==> src/rtl/rtttl_pkg.sv <==
// rtttl_pkg: shared types, parser codes and lookup functions for the ringtone parser
// used by rtttl_ctrl, rtttl_dp and rtttl_ringtone_note_parser; no dependencies
package rtttl_pkg;

    // parser phases
    localparam logic [3:0] PH_NAME       = 4'd0;
    localparam logic [3:0] PH_HDR_ITEM   = 4'd1;
    localparam logic [3:0] PH_HDR_TAG    = 4'd2;
    localparam logic [3:0] PH_HDR_NUM    = 4'd3;
    localparam logic [3:0] PH_HDR_SKIP   = 4'd4;
    localparam logic [3:0] PH_TOK_START  = 4'd5;
    localparam logic [3:0] PH_TOK_LEN    = 4'd6;
    localparam logic [3:0] PH_TOK_LETTER = 4'd7;
    localparam logic [3:0] PH_TOK_SHARP  = 4'd8;
    localparam logic [3:0] PH_TOK_OCT    = 4'd9;
    localparam logic [3:0] PH_TOK_SKIP   = 4'd10;

    // header tags
    localparam logic [1:0] TAG_NONE = 2'd0;
    localparam logic [1:0] TAG_D    = 2'd1;
    localparam logic [1:0] TAG_O    = 2'd2;
    localparam logic [1:0] TAG_B    = 2'd3;

    localparam logic [15:0] DEFAULT_LEN   = 16'd4;
    localparam logic [2:0]  DEFAULT_OCT   = 3'd6;
    localparam logic [15:0] DEFAULT_BPM   = 16'd63;
    localparam logic [17:0] MS_PER_MINUTE = 18'd60000;
    localparam logic [18:0] MIN_NOTE_MS   = 19'd10;
    localparam logic [3:0]  VOLUME_RESET  = 4'd5;
    localparam int          DIV_STEPS     = 18;
    localparam int          CNT_W         = $clog2(DIV_STEPS + 1);

    // controller to datapath
    typedef struct packed {
        logic accept;
        logic hdr_write;
        logic out_load;
    } ctl_cmd_t;

    // datapath to controller
    typedef struct packed {
        logic need_hdr;
        logic need_note;
        logic need_bare;
        logic div_busy;
        logic out_free;
    } dp_status_t;

    // letter to pitch code: 0 rest, 1..7 = c d e f g a b
    function automatic logic [2:0] letter_code(input logic [7:0] c);
        logic [7:0] lc;
        logic [2:0] r;
        lc = (c >= 8'h41 && c <= 8'h5a) ? (c + 8'h20) : c;
        case (lc)
            8'h63:   r = 3'd1;
            8'h64:   r = 3'd2;
            8'h65:   r = 3'd3;
            8'h66:   r = 3'd4;
            8'h67:   r = 3'd5;
            8'h61:   r = 3'd6;
            8'h62:   r = 3'd7;
            8'h68:   r = 3'd7;
            default: r = 3'd0;
        endcase
        return r;
    endfunction

    function automatic logic [3:0] semitone_of(input logic [2:0] code);
        logic [3:0] r;
        case (code)
            3'd2:    r = 4'd2;
            3'd3:    r = 4'd4;
            3'd4:    r = 4'd5;
            3'd5:    r = 4'd7;
            3'd6:    r = 4'd9;
            3'd7:    r = 4'd11;
            default: r = 4'd0;
        endcase
        return r;
    endfunction

    // rounded 12-tet frequencies, octaves 4..7
    function automatic logic [11:0] tone_of(input logic [5:0] idx);
        logic [11:0] r;
        case (idx)
            6'd0:  r = 12'd262;  6'd1:  r = 12'd277;  6'd2:  r = 12'd294;
            6'd3:  r = 12'd311;  6'd4:  r = 12'd330;  6'd5:  r = 12'd349;
            6'd6:  r = 12'd370;  6'd7:  r = 12'd392;  6'd8:  r = 12'd415;
            6'd9:  r = 12'd440;  6'd10: r = 12'd466;  6'd11: r = 12'd494;
            6'd12: r = 12'd523;  6'd13: r = 12'd554;  6'd14: r = 12'd587;
            6'd15: r = 12'd622;  6'd16: r = 12'd659;  6'd17: r = 12'd698;
            6'd18: r = 12'd740;  6'd19: r = 12'd784;  6'd20: r = 12'd831;
            6'd21: r = 12'd880;  6'd22: r = 12'd932;  6'd23: r = 12'd988;
            6'd24: r = 12'd1047; 6'd25: r = 12'd1109; 6'd26: r = 12'd1175;
            6'd27: r = 12'd1245; 6'd28: r = 12'd1319; 6'd29: r = 12'd1397;
            6'd30: r = 12'd1480; 6'd31: r = 12'd1568; 6'd32: r = 12'd1661;
            6'd33: r = 12'd1760; 6'd34: r = 12'd1865; 6'd35: r = 12'd1976;
            6'd36: r = 12'd2093; 6'd37: r = 12'd2217; 6'd38: r = 12'd2349;
            6'd39: r = 12'd2489; 6'd40: r = 12'd2637; 6'd41: r = 12'd2794;
            6'd42: r = 12'd2960; 6'd43: r = 12'd3136; 6'd44: r = 12'd3322;
            6'd45: r = 12'd3520; 6'd46: r = 12'd3729; 6'd47: r = 12'd3951;
            default: r = 12'd0;
        endcase
        return r;
    endfunction

    // volume step to duty, 0 mutes, above ten acts as ten
    function automatic logic [7:0] duty_of(input logic [3:0] v);
        logic [7:0] r;
        case (v)
            4'd0:    r = 8'd0;
            4'd1:    r = 8'd8;
            4'd2:    r = 8'd21;
            4'd3:    r = 8'd34;
            4'd4:    r = 8'd48;
            4'd5:    r = 8'd61;
            4'd6:    r = 8'd74;
            4'd7:    r = 8'd88;
            4'd8:    r = 8'd101;
            4'd9:    r = 8'd114;
            default: r = 8'd128;
        endcase
        return r;
    endfunction

endpackage

==> src/rtl/rtttl_ringtone_note_parser.sv <==
// rtttl_ringtone_note_parser: top level of the ringtone text note parser
// depends on rtttl_pkg, rtttl_ctrl and rtttl_dp

// Takes ringtone text one byte per input beat and returns at most one result per
// byte: a note or rest (frequency, duration, duty) when a note token closes, or
// an end result on the byte flagged last_char, after which the parser restarts.
// A byte that sends nothing leaves the controller idle for the next byte; a bare
// end result goes through S_POST first. The header close and every note run the
// shared restoring divider, 18 quotient bits at one per cycle, and in_ready stays
// low while it runs; after a note, S_POST loads the result register. That load
// waits while an earlier result is still unread; otherwise the next byte is taken
// while the result waits to be read. The user writes volume_level through its own
// port only while the block is idle; the block itself does not enforce this.
module rtttl_ringtone_note_parser (
    input  logic        clk,
    input  logic        rst_n,
    input  logic        in_valid,
    output logic        in_ready,
    input  logic [7:0]  char_code,
    input  logic        last_char,
    input  logic        cfg_valid,
    output logic        cfg_ready,
    input  logic [3:0]  volume_level,
    output logic        out_valid,
    input  logic        out_ready,
    output logic        is_note,
    output logic        is_rest,
    output logic [11:0] frequency_hz,
    output logic [18:0] duration_ms,
    output logic [7:0]  pwm_duty,
    output logic        tune_end
);
    import rtttl_pkg::*;

    ctl_cmd_t   cmd;
    dp_status_t status;

    assign cfg_ready = 1'b1;

    rtttl_ctrl u_ctrl (
        .clk      (clk),
        .rst_n    (rst_n),
        .in_valid (in_valid),
        .in_ready (in_ready),
        .status   (status),
        .cmd      (cmd)
    );

    rtttl_dp u_dp (
        .clk          (clk),
        .rst_n        (rst_n),
        .char_code    (char_code),
        .last_char    (last_char),
        .cfg_write    (cfg_valid && cfg_ready),
        .volume_level (volume_level),
        .cmd          (cmd),
        .status       (status),
        .out_ready    (out_ready),
        .out_valid    (out_valid),
        .is_note      (is_note),
        .is_rest      (is_rest),
        .frequency_hz (frequency_hz),
        .duration_ms  (duration_ms),
        .pwm_duty     (pwm_duty),
        .tune_end     (tune_end)
    );

    // no new byte while the divider runs
    a_idle_div: assert property (@(posedge clk) disable iff (!rst_n)
        in_ready |-> !status.div_busy)
        else $error("byte offered while divider busy");

    // a result appears only after a load command
    a_out_load: assert property (@(posedge clk) disable iff (!rst_n)
        $rose(out_valid) |-> $past(cmd.out_load))
        else $error("result without load");

    // whole-note time written only from a finished quotient
    a_hdr_done: assert property (@(posedge clk) disable iff (!rst_n)
        cmd.hdr_write |-> !status.div_busy)
        else $error("header write during division");

endmodule

==> src/rtl/rtttl_ctrl.sv <==
// rtttl_ctrl: sequencing state machine for the ringtone parser
// depends on rtttl_pkg for the command and status structs
module rtttl_ctrl (
    input  logic                  clk,
    input  logic                  rst_n,
    input  logic                  in_valid,
    output logic                  in_ready,
    input  rtttl_pkg::dp_status_t status,
    output rtttl_pkg::ctl_cmd_t   cmd
);
    import rtttl_pkg::*;

    localparam logic [1:0] S_IDLE = 2'd0;
    localparam logic [1:0] S_HDR  = 2'd1;
    localparam logic [1:0] S_NOTE = 2'd2;
    localparam logic [1:0] S_POST = 2'd3;

    logic [1:0] state_reg, state_next;

    // state register
    always_ff @(posedge clk or negedge rst_n)
    begin
        if (!rst_n)
            state_reg <= S_IDLE;
        else
            state_reg <= state_next;
    end

    // next state and commands
    always_comb
    begin
        state_next    = state_reg;
        in_ready      = 1'b0;
        cmd.accept    = 1'b0;
        cmd.hdr_write = 1'b0;
        cmd.out_load  = 1'b0;
        case (state_reg)
            S_IDLE:
            begin
                in_ready   = 1'b1;
                cmd.accept = in_valid;
                if (in_valid)
                begin
                    if (status.need_hdr)
                        state_next = S_HDR;
                    else if (status.need_note)
                        state_next = S_NOTE;
                    else if (status.need_bare)
                        state_next = S_POST;
                end
            end
            S_HDR:
            begin
                if (!status.div_busy)
                begin
                    cmd.hdr_write = 1'b1;
                    state_next    = S_IDLE;
                end
            end
            S_NOTE:
            begin
                if (!status.div_busy)
                    state_next = S_POST;
            end
            S_POST:
            begin
                if (status.out_free)
                begin
                    cmd.out_load = 1'b1;
                    state_next   = S_IDLE;
                end
            end
            default: state_next = S_IDLE;
        endcase
    end

endmodule

==> src/rtl/rtttl_dp.sv <==
// rtttl_dp: character parser registers, shared iterative divider and result register
// depends on rtttl_pkg for codes, tables and the command and status structs
module rtttl_dp (
    input  logic                  clk,
    input  logic                  rst_n,
    input  logic [7:0]            char_code,
    input  logic                  last_char,
    input  logic                  cfg_write,
    input  logic [3:0]            volume_level,
    input  rtttl_pkg::ctl_cmd_t   cmd,
    output rtttl_pkg::dp_status_t status,
    input  logic                  out_ready,
    output logic                  out_valid,
    output logic                  is_note,
    output logic                  is_rest,
    output logic [11:0]           frequency_hz,
    output logic [18:0]           duration_ms,
    output logic [7:0]            pwm_duty,
    output logic                  tune_end
);
    import rtttl_pkg::*;

    // parser state
    logic [3:0]  phase_reg, phase_next;
    logic [15:0] dlen_reg, dlen_next;
    logic [2:0]  doct_reg, doct_next;
    logic [15:0] tempo_reg, tempo_next;
    logic [17:0] whole_reg;
    logic [1:0]  tag_reg, tag_next;
    logic [15:0] acc_reg, acc_next;
    logic [15:0] tlen_reg, tlen_next;
    logic [2:0]  let_reg, let_next;
    logic        sharp_reg, sharp_next;
    logic [15:0] toct_reg, toct_next;
    logic        dot_reg, dot_next;
    logic [3:0]  vol_reg;

    // captured note
    logic [2:0]  p_let_reg;
    logic        p_sharp_reg, p_dot_reg, p_note_reg, p_end_reg;
    logic [1:0]  p_oct_reg;

    // divider
    logic [CNT_W-1:0] cnt_reg;
    logic [17:0]      quo_reg;
    logic [15:0]      rem_reg, dvs_reg;
    logic [16:0]      trial;
    logic [16:0]      diff;

    // result register
    logic        ov_reg, note_o_reg, rest_o_reg, end_o_reg;
    logic [11:0] freq_o_reg;
    logic [18:0] ms_o_reg;
    logic [7:0]  duty_o_reg;

    // parse combinational
    logic        is_dig, after_let, emit, end_hdr, last_note;
    logic [3:0]  dig;
    logic [7:0]  lc;
    logic [15:0] cap_len, cap_oct16;
    logic [1:0]  cap_oct;

    always_comb
    begin
        is_dig     = (char_code >= 8'h30) && (char_code <= 8'h39);
        dig        = char_code[3:0];
        lc         = (char_code >= 8'h41 && char_code <= 8'h5a) ? (char_code + 8'h20)
                                                               : char_code;
        phase_next = phase_reg;
        dlen_next  = dlen_reg;
        doct_next  = doct_reg;
        tempo_next = tempo_reg;
        tag_next   = tag_reg;
        acc_next   = acc_reg;
        tlen_next  = tlen_reg;
        let_next   = let_reg;
        sharp_next = sharp_reg;
        toct_next  = toct_reg;
        dot_next   = dot_reg;
        after_let  = 1'b0;
        emit       = 1'b0;
        end_hdr    = 1'b0;
        case (phase_reg)
            PH_NAME:
            begin
                if (char_code == 8'h3a)
                    phase_next = PH_HDR_ITEM;
            end
            PH_HDR_ITEM:
            begin
                if (char_code == 8'h3a)
                    end_hdr = 1'b1;
                else if (char_code == 8'h20 || char_code == 8'h2c)
                    phase_next = phase_reg;
                else if (lc == 8'h64)
                begin
                    tag_next   = TAG_D;
                    phase_next = PH_HDR_TAG;
                end
                else if (lc == 8'h6f)
                begin
                    tag_next   = TAG_O;
                    phase_next = PH_HDR_TAG;
                end
                else if (lc == 8'h62)
                begin
                    tag_next   = TAG_B;
                    phase_next = PH_HDR_TAG;
                end
                else
                    phase_next = PH_HDR_SKIP;
            end
            PH_HDR_TAG:
            begin
                if (char_code == 8'h3d)
                begin
                    acc_next   = 16'd0;
                    phase_next = PH_HDR_NUM;
                end
                else if (char_code == 8'h3a)
                    end_hdr = 1'b1;
                else if (char_code == 8'h2c)
                    phase_next = PH_HDR_ITEM;
                else
                    phase_next = PH_HDR_SKIP;
            end
            PH_HDR_NUM:
            begin
                if (is_dig)
                    acc_next = (acc_reg << 3) + (acc_reg << 1) + {12'd0, dig};
                else
                begin
                    if (tag_reg == TAG_D && acc_reg != 16'd0)
                        dlen_next = acc_reg;
                    if (tag_reg == TAG_O && acc_reg >= 16'd4 && acc_reg <= 16'd7)
                        doct_next = acc_reg[2:0];
                    if (tag_reg == TAG_B && acc_reg != 16'd0)
                        tempo_next = acc_reg;
                    if (char_code == 8'h3a)
                        end_hdr = 1'b1;
                    else if (char_code == 8'h2c)
                        phase_next = PH_HDR_ITEM;
                    else
                        phase_next = PH_HDR_SKIP;
                end
            end
            PH_HDR_SKIP:
            begin
                if (char_code == 8'h3a)
                    end_hdr = 1'b1;
                else if (char_code == 8'h2c)
                    phase_next = PH_HDR_ITEM;
            end
            PH_TOK_START:
            begin
                if (char_code == 8'h20 || char_code == 8'h2c)
                    phase_next = phase_reg;
                else if (is_dig)
                begin
                    tlen_next  = {12'd0, dig};
                    phase_next = PH_TOK_LEN;
                end
                else
                begin
                    let_next   = letter_code(char_code);
                    phase_next = PH_TOK_LETTER;
                end
            end
            PH_TOK_LEN:
            begin
                if (is_dig)
                    tlen_next = (tlen_reg << 3) + (tlen_reg << 1) + {12'd0, dig};
                else
                begin
                    let_next   = letter_code(char_code);
                    phase_next = PH_TOK_LETTER;
                end
            end
            PH_TOK_LETTER:
            begin
                if (char_code == 8'h23)
                begin
                    if (let_reg != 3'd0)
                        sharp_next = 1'b1;
                    phase_next = PH_TOK_SHARP;
                end
                else
                    after_let = 1'b1;
            end
            PH_TOK_SHARP: after_let = 1'b1;
            PH_TOK_OCT:
            begin
                if (is_dig)
                    toct_next = (toct_reg << 3) + (toct_reg << 1) + {12'd0, dig};
                else
                    after_let = 1'b1;
            end
            PH_TOK_SKIP:
            begin
                if (char_code == 8'h2c)
                    emit = 1'b1;
            end
            default: phase_next = PH_NAME;
        endcase

        // shared tail after letter, sharp or octave digits
        if (after_let)
        begin
            if (is_dig)
            begin
                toct_next  = {12'd0, dig};
                phase_next = PH_TOK_OCT;
            end
            else if (char_code == 8'h2e)
            begin
                dot_next   = 1'b1;
                phase_next = PH_TOK_SKIP;
            end
            else if (char_code == 8'h2c)
                emit = 1'b1;
            else
                phase_next = PH_TOK_SKIP;
        end

        // header close moves to the note section
        if (end_hdr)
            phase_next = PH_TOK_START;

        last_note = last_char && !emit && (phase_next inside {[PH_TOK_LETTER:PH_TOK_SKIP]});

        // resolved length and octave of the note being sent
        cap_len   = (tlen_next != 16'd0) ? tlen_next : dlen_next;
        cap_oct16 = (toct_next != 16'd0) ? toct_next : {13'd0, doct_next};
        if (cap_oct16 < 16'd4)
            cap_oct = 2'd0;
        else if (cap_oct16 > 16'd7)
            cap_oct = 2'd3;
        else
            cap_oct = cap_oct16[1:0];

        // a sent note or header close clears the token
        if (emit || end_hdr)
        begin
            tlen_next  = 16'd0;
            let_next   = 3'd0;
            sharp_next = 1'b0;
            toct_next  = 16'd0;
            dot_next   = 1'b0;
        end
        if (emit)
            phase_next = PH_TOK_START;

        // last character restarts the parser
        if (last_char)
        begin
            phase_next = PH_NAME;
            dlen_next  = DEFAULT_LEN;
            doct_next  = DEFAULT_OCT;
            tempo_next = DEFAULT_BPM;
            tag_next   = TAG_NONE;
            acc_next   = 16'd0;
            tlen_next  = 16'd0;
            let_next   = 3'd0;
            sharp_next = 1'b0;
            toct_next  = 16'd0;
            dot_next   = 1'b0;
        end

        status.need_hdr  = end_hdr && !last_char;
        status.need_note = emit || last_note;
        status.need_bare = last_char && !emit && !last_note;
        status.div_busy  = (cnt_reg != '0);
        status.out_free  = !ov_reg || out_ready;
    end

    // parser registers
    always_ff @(posedge clk or negedge rst_n)
    begin
        if (!rst_n)
        begin
            phase_reg <= PH_NAME;
            dlen_reg  <= DEFAULT_LEN;
            doct_reg  <= DEFAULT_OCT;
            tempo_reg <= DEFAULT_BPM;
            whole_reg <= 18'd0;
            tag_reg   <= TAG_NONE;
            acc_reg   <= 16'd0;
            tlen_reg  <= 16'd0;
            let_reg   <= 3'd0;
            sharp_reg <= 1'b0;
            toct_reg  <= 16'd0;
            dot_reg   <= 1'b0;
            vol_reg   <= VOLUME_RESET;
        end
        else
        begin
            if (cfg_write)
                vol_reg <= volume_level;
            if (cmd.accept)
            begin
                phase_reg <= phase_next;
                dlen_reg  <= dlen_next;
                doct_reg  <= doct_next;
                tempo_reg <= tempo_next;
                tag_reg   <= tag_next;
                acc_reg   <= acc_next;
                tlen_reg  <= tlen_next;
                let_reg   <= let_next;
                sharp_reg <= sharp_next;
                toct_reg  <= toct_next;
                dot_reg   <= dot_next;
                if (last_char)
                    whole_reg <= 18'd0;
            end
            else if (cmd.hdr_write)
                whole_reg <= {quo_reg[15:0], 2'b00};
        end
    end

    // letter of the note being sent, after this beat's parse
    function automatic logic [2:0] cap_let_sel(input logic [2:0] cur, input logic [3:0] ph,
                                               input logic [7:0] c);
        logic [2:0] r;
        if (ph == PH_TOK_START || ph == PH_TOK_LEN)
            r = letter_code(c);
        else
            r = cur;
        return r;
    endfunction

    // note capture at the beat that sends it
    always_ff @(posedge clk)
    begin
        if (cmd.accept)
        begin
            p_let_reg   <= (phase_reg == PH_TOK_LETTER || phase_reg == PH_TOK_SHARP ||
                            phase_reg == PH_TOK_OCT || phase_reg == PH_TOK_SKIP ||
                            !emit) ? ((emit || last_note) ? cap_let_sel(let_reg, phase_reg,
                            char_code) : 3'd0) : 3'd0;
            p_sharp_reg <= emit ? sharp_reg : (sharp_reg || (phase_reg == PH_TOK_LETTER &&
                            char_code == 8'h23 && let_reg != 3'd0));
            p_dot_reg   <= emit ? dot_reg : (dot_reg || (after_let && char_code == 8'h2e));
            p_oct_reg   <= cap_oct;
            p_note_reg  <= emit || last_note;
            p_end_reg   <= last_char;
        end
    end

    // restoring divider, one quotient bit per cycle
    always_comb
    begin
        trial = {rem_reg, quo_reg[17]};
        diff  = trial - {1'b0, dvs_reg};
    end

    always_ff @(posedge clk or negedge rst_n)
    begin
        if (!rst_n)
            cnt_reg <= '0;
        else if (cmd.accept && (status.need_hdr || status.need_note))
            cnt_reg <= CNT_W'(DIV_STEPS);
        else if (cnt_reg != '0)
            cnt_reg <= cnt_reg - 1'b1;
    end

    always_ff @(posedge clk)
    begin
        if (cmd.accept)
        begin
            rem_reg <= 16'd0;
            quo_reg <= status.need_hdr ? MS_PER_MINUTE : whole_reg;
            dvs_reg <= status.need_hdr ? tempo_next : cap_len;
        end
        else if (cnt_reg != '0)
        begin
            if (!diff[16])
            begin
                rem_reg <= diff[15:0];
                quo_reg <= {quo_reg[16:0], 1'b1};
            end
            else
            begin
                rem_reg <= trial[15:0];
                quo_reg <= {quo_reg[16:0], 1'b0};
            end
        end
    end

    // result build
    logic [18:0] ms_raw;
    logic [3:0]  semi;
    logic [5:0]  tidx;
    logic        rest_c;

    always_comb
    begin
        ms_raw = {1'b0, quo_reg} + (p_dot_reg ? {2'b00, quo_reg[17:1]} : 19'd0);
        if (ms_raw < MIN_NOTE_MS)
            ms_raw = MIN_NOTE_MS;
        semi = semitone_of(p_let_reg);
        if (p_sharp_reg)
            semi = (semi == 4'd11) ? 4'd0 : semi + 4'd1;
        tidx   = ({4'd0, p_oct_reg} << 3) + ({4'd0, p_oct_reg} << 2) + {2'd0, semi};
        rest_c = (p_let_reg == 3'd0);
    end

    // result register
    always_ff @(posedge clk or negedge rst_n)
    begin
        if (!rst_n)
            ov_reg <= 1'b0;
        else if (cmd.out_load)
            ov_reg <= 1'b1;
        else if (out_ready)
            ov_reg <= 1'b0;
    end

    always_ff @(posedge clk)
    begin
        if (cmd.out_load)
        begin
            note_o_reg <= p_note_reg;
            end_o_reg  <= p_end_reg;
            if (p_note_reg)
            begin
                rest_o_reg <= rest_c;
                freq_o_reg <= rest_c ? 12'd0 : tone_of(tidx);
                ms_o_reg   <= ms_raw;
                duty_o_reg <= rest_c ? 8'd0 : duty_of(vol_reg);
            end
            else
            begin
                rest_o_reg <= 1'b0;
                freq_o_reg <= 12'd0;
                ms_o_reg   <= 19'd0;
                duty_o_reg <= 8'd0;
            end
        end
    end

    assign out_valid    = ov_reg;
    assign is_note      = note_o_reg;
    assign is_rest      = rest_o_reg;
    assign frequency_hz = freq_o_reg;
    assign duration_ms  = ms_o_reg;
    assign pwm_duty     = duty_o_reg;
    assign tune_end     = end_o_reg;

endmodule

==> config.mk <==
export PLATFORM = sky130hd
export DESIGN_NAME = rtttl_ringtone_note_parser
export DESIGN_NICKNAME = d
export VERILOG_FILES = /design/src/rtl/rtttl_pkg.sv /design/src/rtl/rtttl_ringtone_note_parser.sv /design/src/rtl/rtttl_ctrl.sv /design/src/rtl/rtttl_dp.sv
export SDC_FILE = /design/constraint.sdc
export NUM_CORES = 1
export LEC_CHECK = 0
export BUFFER_PORTS_ARGS = -buffer_cell sky130_fd_sc_hd__buf_4
export CORE_ASPECT_RATIO = 1.5
export CORE_MARGIN = 1
export CORE_UTILIZATION = 60
export CTS_CLUSTER_DIAMETER = 100
export DETAILED_ROUTE_END_ITERATION = 7
export PLACE_DENSITY = 0.77
export SYNTH_ARGS = -nofsm -noshare
export SYNTH_HDL_FRONTEND = slang
export SYNTH_HIERARCHICAL = 1
export SYNTH_SLANG_ARGS = --single-unit
export TNS_END_PERCENT = 5
==> constraint.sdc <==
create_clock -name clk -period 6.7 [get_ports clk]
set_clock_uncertainty 0.2 [all_clocks]
set_input_delay 1.675 -clock clk [delete_from_list [all_inputs] [get_ports clk]]
set_output_delay 1.675 -clock clk [all_outputs]
set_load 0.05 [all_outputs]
# Word-level counts from Yosys, hierarchy flattened

Memory sizes are Yosys's and may differ from the RTL's. A register that Yosys moved wholly into a read port is not among the register bits.
Index checks and enable logic that the tools add are counted.

Logic and storage cells: 299
Bits of input ports: 18
Memories kept: 2
ROM bits: 896
Output and inout port bits: 45
Bits in registers: 205

Muxes and demuxes: 127
Equal/unequal tests: 50
Bitwise logic cells: 1
Reductions and logical operators: 65
Add/sub/neg operators: 13
$lt $le $gt $ge: 11

Memory list:

| memory           | depth | width | read ports | clocked after Yosys merged registers in | wr ports | line             | source |
|---|---|---|---|---|---|---|---|
| (name not given) | 64    | 12    | 1          | 1                                       | 0        | rtttl_pkg.sv:85  | `case (idx)` |
| (name not given) | 16    | 8     | 1          | 1                                       | 0        | rtttl_pkg.sv:110 | `case (v)` |

Operators with widths:

| kind                  | number |
|---|---|
| $mux W16              | 26 |
| $mux W18              | 6 |
| $mux W4               | 23 |
| $eq A8 B7 Y1 const B  | 9 |
| $pmux W16 S2          | 2 |
| $add A16 B16 Y16      | 3 |
| $add A16 B4 Y16       | 3 |
| $eq A8 B6 Y1 const B  | 6 |
| $reduce_bool A16 Y1   | 3 |
| $pmux W4 S9           | 1 |
| $mux W1               | 33 |
| $mux W3               | 11 |
| $mux W2               | 15 |
| $pmux W4 S6           | 1 |
| $pmux W3 S7           | 1 |
| $reduce_bool A3 Y1    | 7 |
| $add A18 B17 Y19      | 1 |
| $lt A19 B4 Y1 const B | 1 |
| $mux W17              | 1 |
| $sub A17 B16 Y17      | 1 |
| $eq A4 B3 Y1 const B  | 4 |
| $eq A4 B4 Y1 const B  | 4 |
| $ge A16 B3 Y1 const B | 1 |
| $gt A16 B3 Y1 const B | 1 |
| 45 further kinds      | 103 |

# Logic depth before layout (Yosys ltp)

Depth after elaboration: 25
Gate-level depth with buffers: 15
Depth with buffers taken out: 14

# Hierarchy

The synthesis kept the hierarchy.

By module, submodules not included:

| module                     | area each (um^2) | sequential area each (um^2) | times used | cells each |
|---|---|---|---|---|
| rtttl_dp                   | 16047.9          | 5859.4                      | 1          | 1789 |
| rtttl_ctrl                 | 176.4            | 50.0                        | 1          | 19 |
| rtttl_ringtone_note_parser | 11.3             | 0.0                         | 1          | 2 |

# Worst setup path before layout

No wires, ideal clock.

Path type: input to register
From: in char_code[3]
To: reg u_dp.dvs_reg[9], data pin
Path slack: 1586 ps
Required time: 6239 ps
Arrival time: 4653 ps
Cell stages on the path: 13
Buffers on the path: 2
Setup time: 261 ps
Path through: fa_1 > inv_1 > fa_1 > nor2b_1 > o31ai_2 > a2111oi_0 > a2111oi_1 > xor2_1 > o21ai_0 > nor4_2 > buf_4 > buf_6 > o311a_1

Word-level cells in the longest chain between the ends: 8
Elaborated cells on any way between the ends: 26
Classes of those cells: add/sub: 1; order compare: 2; eq/ne: 4; mux: 15; reduce/logical: 4

Ends and longest elaborated chain:

| what                                         | line                             | source |
|---|---|---|
| start: declaration                           | rtttl_ringtone_note_parser.sv:19 | `input logic [7:0] char_code,` |
| $ge A8 B6 Y1 or $le A8 B6 Y1 (tied branches) | rtttl_dp.sv:65                   | `is_dig = (char_code >= 8'h30) && (char_code <= 8'h39);` |
| $logic_and A1 B1 Y1                          | rtttl_dp.sv:65                   |  |
| $mux W16                                     | rtttl_dp.sv:158                  | `else if (is_dig)` |
| $mux W16                                     | rtttl_dp.sv:156                  | `if (char_code == 8'h20 \|\| char_code == 8'h2c)` |
| $pmux W16 S2                                 | rtttl_dp.sv:83                   | `case (phase_reg)` |
| $reduce_bool A16 Y1                          | rtttl_dp.sv:232                  | `cap_len = (tlen_next != 16'd0) ? tlen_next : dlen_next;` |
| $mux W16                                     | rtttl_dp.sv:232                  |  |
| $mux W16 *                                   | rtttl_dp.sv:372                  | `dvs_reg <= status.need_hdr ? tempo_next : cap_len;` |
| end signal: assignment                       | rtttl_dp.sv:372                  |  |
| end: declaration                             | rtttl_dp.sv:46                   | `logic [15:0] rem_reg, dvs_reg;` |

Mark *: on every way between the ends. The rest lies on a longest branch, timed or not.
A chain may end at the register's enable or synchronous reset.

# Worst setup path after layout

From: in char_code[3]
To: reg u_dp.p_oct_reg[1], data pin

Word-level cells in the longest chain between the ends: 10
Elaborated cells on any way between the ends: 19
Classes of those cells: add/sub: 1; order compare: 4; eq/ne: 1; mux: 11; reduce/logical: 2

Ends and longest elaborated chain:

| what                                                                    | line            | source |
|---|---|---|
| parallel branches: the longest is 7 deep, another holds $add A16 B4 Y16 | n/a             |  |
| $mux W16 *                                                              | rtttl_dp.sv:233 | `cap_oct16 = (toct_next != 16'd0) ? toct_next : {13'd0, doct_next};` |
| $gt A16 B3 Y1                                                           | rtttl_dp.sv:236 | `else if (cap_oct16 > 16'd7)` |
| $mux W2                                                                 | rtttl_dp.sv:236 |  |
| end signal: assignment                                                  | rtttl_dp.sv:343 | `p_oct_reg <= cap_oct;` |
| end: declaration                                                        | rtttl_dp.sv:41  | `logic [1:0] p_oct_reg;` |

Mark *: on every way between the ends.

==> summary.md <==
| Metric | Value |
|---|---|
| Status | completed |
| Unique masters post-synth | 96 |
| Initial antenna violation count | 0 |
| Area of the die | 27700 um2 |
| Vias in the first global route | 13.6k |
| Via count | 14.1k |
| Worst VDD drop | 0.000340 V |
| Worst skew pair latency | 0.54 ns |
| CP max FO | 21 |
| Hold Startpoint | u_dp/p_end_reg |
| Die X | 136 um |
| CTS tree | done |
| Number of flops mapped to enable cells by yosys | 84 |
| Hold Path Class | reg2reg |
| N_diodes | 0 |
| Residual DRC | 0 |
| ANT nets after route | 0 |
| Post-CTS sizing | 0 |
| Total CTS buffers | 24 |
| Nets@finish | 1962 |
| Min Tclk post-route | 5.32 ns |
| MaxCap Viol Count | 0 |
| Area post-placement | 16900 um2 |
| Placer congestion estimate | 0.954 |
| Post CTS Setup Buffer Count | 0 |
| Sequential area share after synthesis | 0.364 |
| CTS H-Tree Depth | 1 |
| Synth Instances | 1810 |
| Reg-to-Reg End | u_dp/duration_ms[0] |
| DR iter-0 viols | 868 |
| Post-DP HPWL | 29200 um |
| WP depth | 13 |
| Power per cell area | 356 nW/um2 |
| Share of post-route cells with drive strength above 1 | 0.105 |
| Fillers | 2157 |
| CTS clk-pin slew, worst paths | 0.07 ns |
| RSZ-0062 raised after global routing | false |
| Hold path depth | 0 |
| Slowest Stage Delay on Critical Path | 0.71 ns |
| Core Area | 26600 um2 |
| CTS max path bufs | 3 |
| Final setup violating endpoints | 0 |
| Synth async-reset ratio | 0.550 |
| Cells along the critical path | buf_4, fa_1, inv_1, fa_1, nor2b_1, o31a_1, o31ai_1, a2111oi_0, o41ai_1, xnor2_1, a22o_1, a2111oi_0, nand3_1 |
| Crit Path Class | in2reg |
| Fin. Hold Viols | 0 |
| # rows | 73 |
| PortBufs | 61 |
| CP Launch Type | input port |
| Ys flop type | dfrtp_1 |
| F_max | 0.188 GHz |
| Synth Cell Area | 16200 um2 |
| Synth warnings | 6 |
| DR pass1 iterations | 5 |
| Synth-to-layout area growth | 9.14% |
| CP top delay family | compound AO/OA/AOI/OAI gates |
| Slew Viols, Final | 0 |
| CP max stage cell | a2111oi_0 |
| Max reg flops | 19 |
| Setup TNS | 0 ns |
| CP bufs+invs | 2 |
| Max transition margin | 0.285 |
| Hold Path End | u_dp/tune_end |
| Via density per instance | 6.51 |
| Synthesized Nets | 1961 |
| Pleak | 7.55 nW |
| Setup WS pre-CTS | 0.932 ns |
| CP Capture Type | register |
| RR Startpoint | u_dp/p_dot_reg |
| Crit path required time | 6.76 ns |
| Grt ovf | 0 |
| Post-cts hold buffer count | 0 |
| Initial core utilization | 0.611 |
| Die Ht | 203 um |
| Worst-Margin Slew | 1.07 ns |
| Root Buffer | clkbuf_16 |
| Design area | 17700 um2 |
| Post-synthesis register bit count | 222 |
| I/O pin count | 63 |
| Drt wl/cell | 19.0 um |
| Fin worst setup slack | 1.38 ns |
| Reg2reg setup slack | 2.03 ns |
| Period utilization | 0.794 |
| Largest net degree at the start of global routing | 81 |
| Hold Slack | 0.219 ns |
| Syn avg cell area | 8.97 um2 |
| Reg2Reg Depth | 13 |
| Crit path DAT | 5.39 ns |
| GRT Overall Usage | 0.298 |
| First-pass GRT wire length | 67000 um |
| # clock sinks | 222 |
| Final wirelength | 41100 um |
## cell families after synthesis
logic type	count (synthesis)	share of synthesized area
flip-flops	222	0.364
adder cells (fa/ha/maj)	133	0.107
AO/OA/AOI/OAI	534	0.230
buffers and inverters	190	0.0465
AND/OR/NAND/NOR	617	0.186
multiplexers	50	0.0324
other	1	0.000231
XOR/XNOR	63	0.0340
## synth_stat cells (19+ instances only)
master,instances,area [um2]
a211oi_1,36,270
a21oi_1,110,551
a22o_1,21,184
and2_1,29,181
clkbuf_1,79,297
dfrtp_1,111,2780
edfxtp_1,84,2520
ha_1,123,1540
inv_1,78,293
mux2_2,21,236
mux2i_1,29,290
nand2_1,167,627
nand2b_1,29,181
nand3_1,31,155
nor2_1,165,619
nor2b_1,33,206
nor3_1,63,315
o21a_1,19,143
o21ai_0,99,495
o2bb2ai_1,46,403
xnor2_1,40,350
xor2_1,23,201
## placed cells by master, fill, tap and decap left out, drive strengths merged, types with 17 or more instances in the layout
| master | netlist | final |
|---|---|---|
| nand2 | 167 | 167 |
| o31ai | 17 | 17 |
| inv | 78 | 79 |
| a22oi | 17 | 17 |
| nor4 | 18 | 18 |
| and2 | 30 | 30 |
| ha | 123 | 123 |
| dfrtp | 111 | 111 |
| buf | 30 | 84 |
| mux2i | 29 | 29 |
| xor2 | 23 | 23 |
| a211oi | 38 | 38 |
| o21ai | 108 | 108 |
| a22o | 21 | 21 |
| a21oi | 111 | 111 |
| mux2 | 21 | 21 |
| nor3 | 63 | 63 |
| a31oi | 17 | 17 |
| nor2 | 165 | 165 |
| nor2b | 35 | 35 |
| nand3 | 31 | 31 |
| nand2b | 29 | 29 |
| o21a | 19 | 19 |
| o2bb2ai | 46 | 46 |
| edfxtp | 84 | 84 |
| xnor2 | 40 | 40 |
| clkbuf | 79 | 29 |
## where the power goes
group	leakage (nW)	switching, W	internal, W	total, W
logic	4.54	0.00173	0.00109	0.00281
registers	2.59	0.000271	0.00181	0.00208
clock network	0.416	0.000566	0.000849	0.00141
## area by class of cell
| cell class | count | area, um2 | area share |
|---|---|---|---|
| Clock inverter | 15 | 154 | 0.00869 |
| Sequential cell | 222 | 5910 | 0.333 |
| Tap cell | 337 | 422 | 0.0238 |
| Clock buffer | 29 | 692 | 0.0390 |
| Inverter | 81 | 304 | 0.0172 |
| Multi-Input combinational cell | 1398 | 9610 | 0.542 |
| Timing Repair Buffer | 84 | 631 | 0.0356 |
## per-stage QoR
stage / cells / power (W) / utilization
finish: 2166 / 0.00631 / 0.667
global route: 2166 / 0.00671 / 0.667
CTS: 2166 / 0.00630 / 0.667
detailed placement: 2122 / 0.00486 / 0.635
global placement: 2122 / 0.00477 / 0.635
floorplan: 1810 / 0.00421 / -
## how the worst max path moves through the flow
stage                 startpoint                end  slack [ns]
global route        char_code[3]  u_dp/p_oct_reg[1]        1.20
finish              char_code[3]  u_dp/p_oct_reg[1]        1.38
detailed placement  char_code[3]    u_dp/dvs_reg[2]        0.93
global placement    char_code[3]    u_dp/dvs_reg[1]         1.0
CTS                 char_code[3]    u_dp/dvs_reg[2]        1.47
floorplan           char_code[3]    u_dp/dvs_reg[9]        1.59
## routing by layer
layer / routed length (um) / track usage
met1: 16700 / 0.353
met2: 21000 / 0.534
met3: 1900 / 0.0333
met4: 1510 / 0.132
met5: 0 / 0
(Power assumes the default switching activity.)
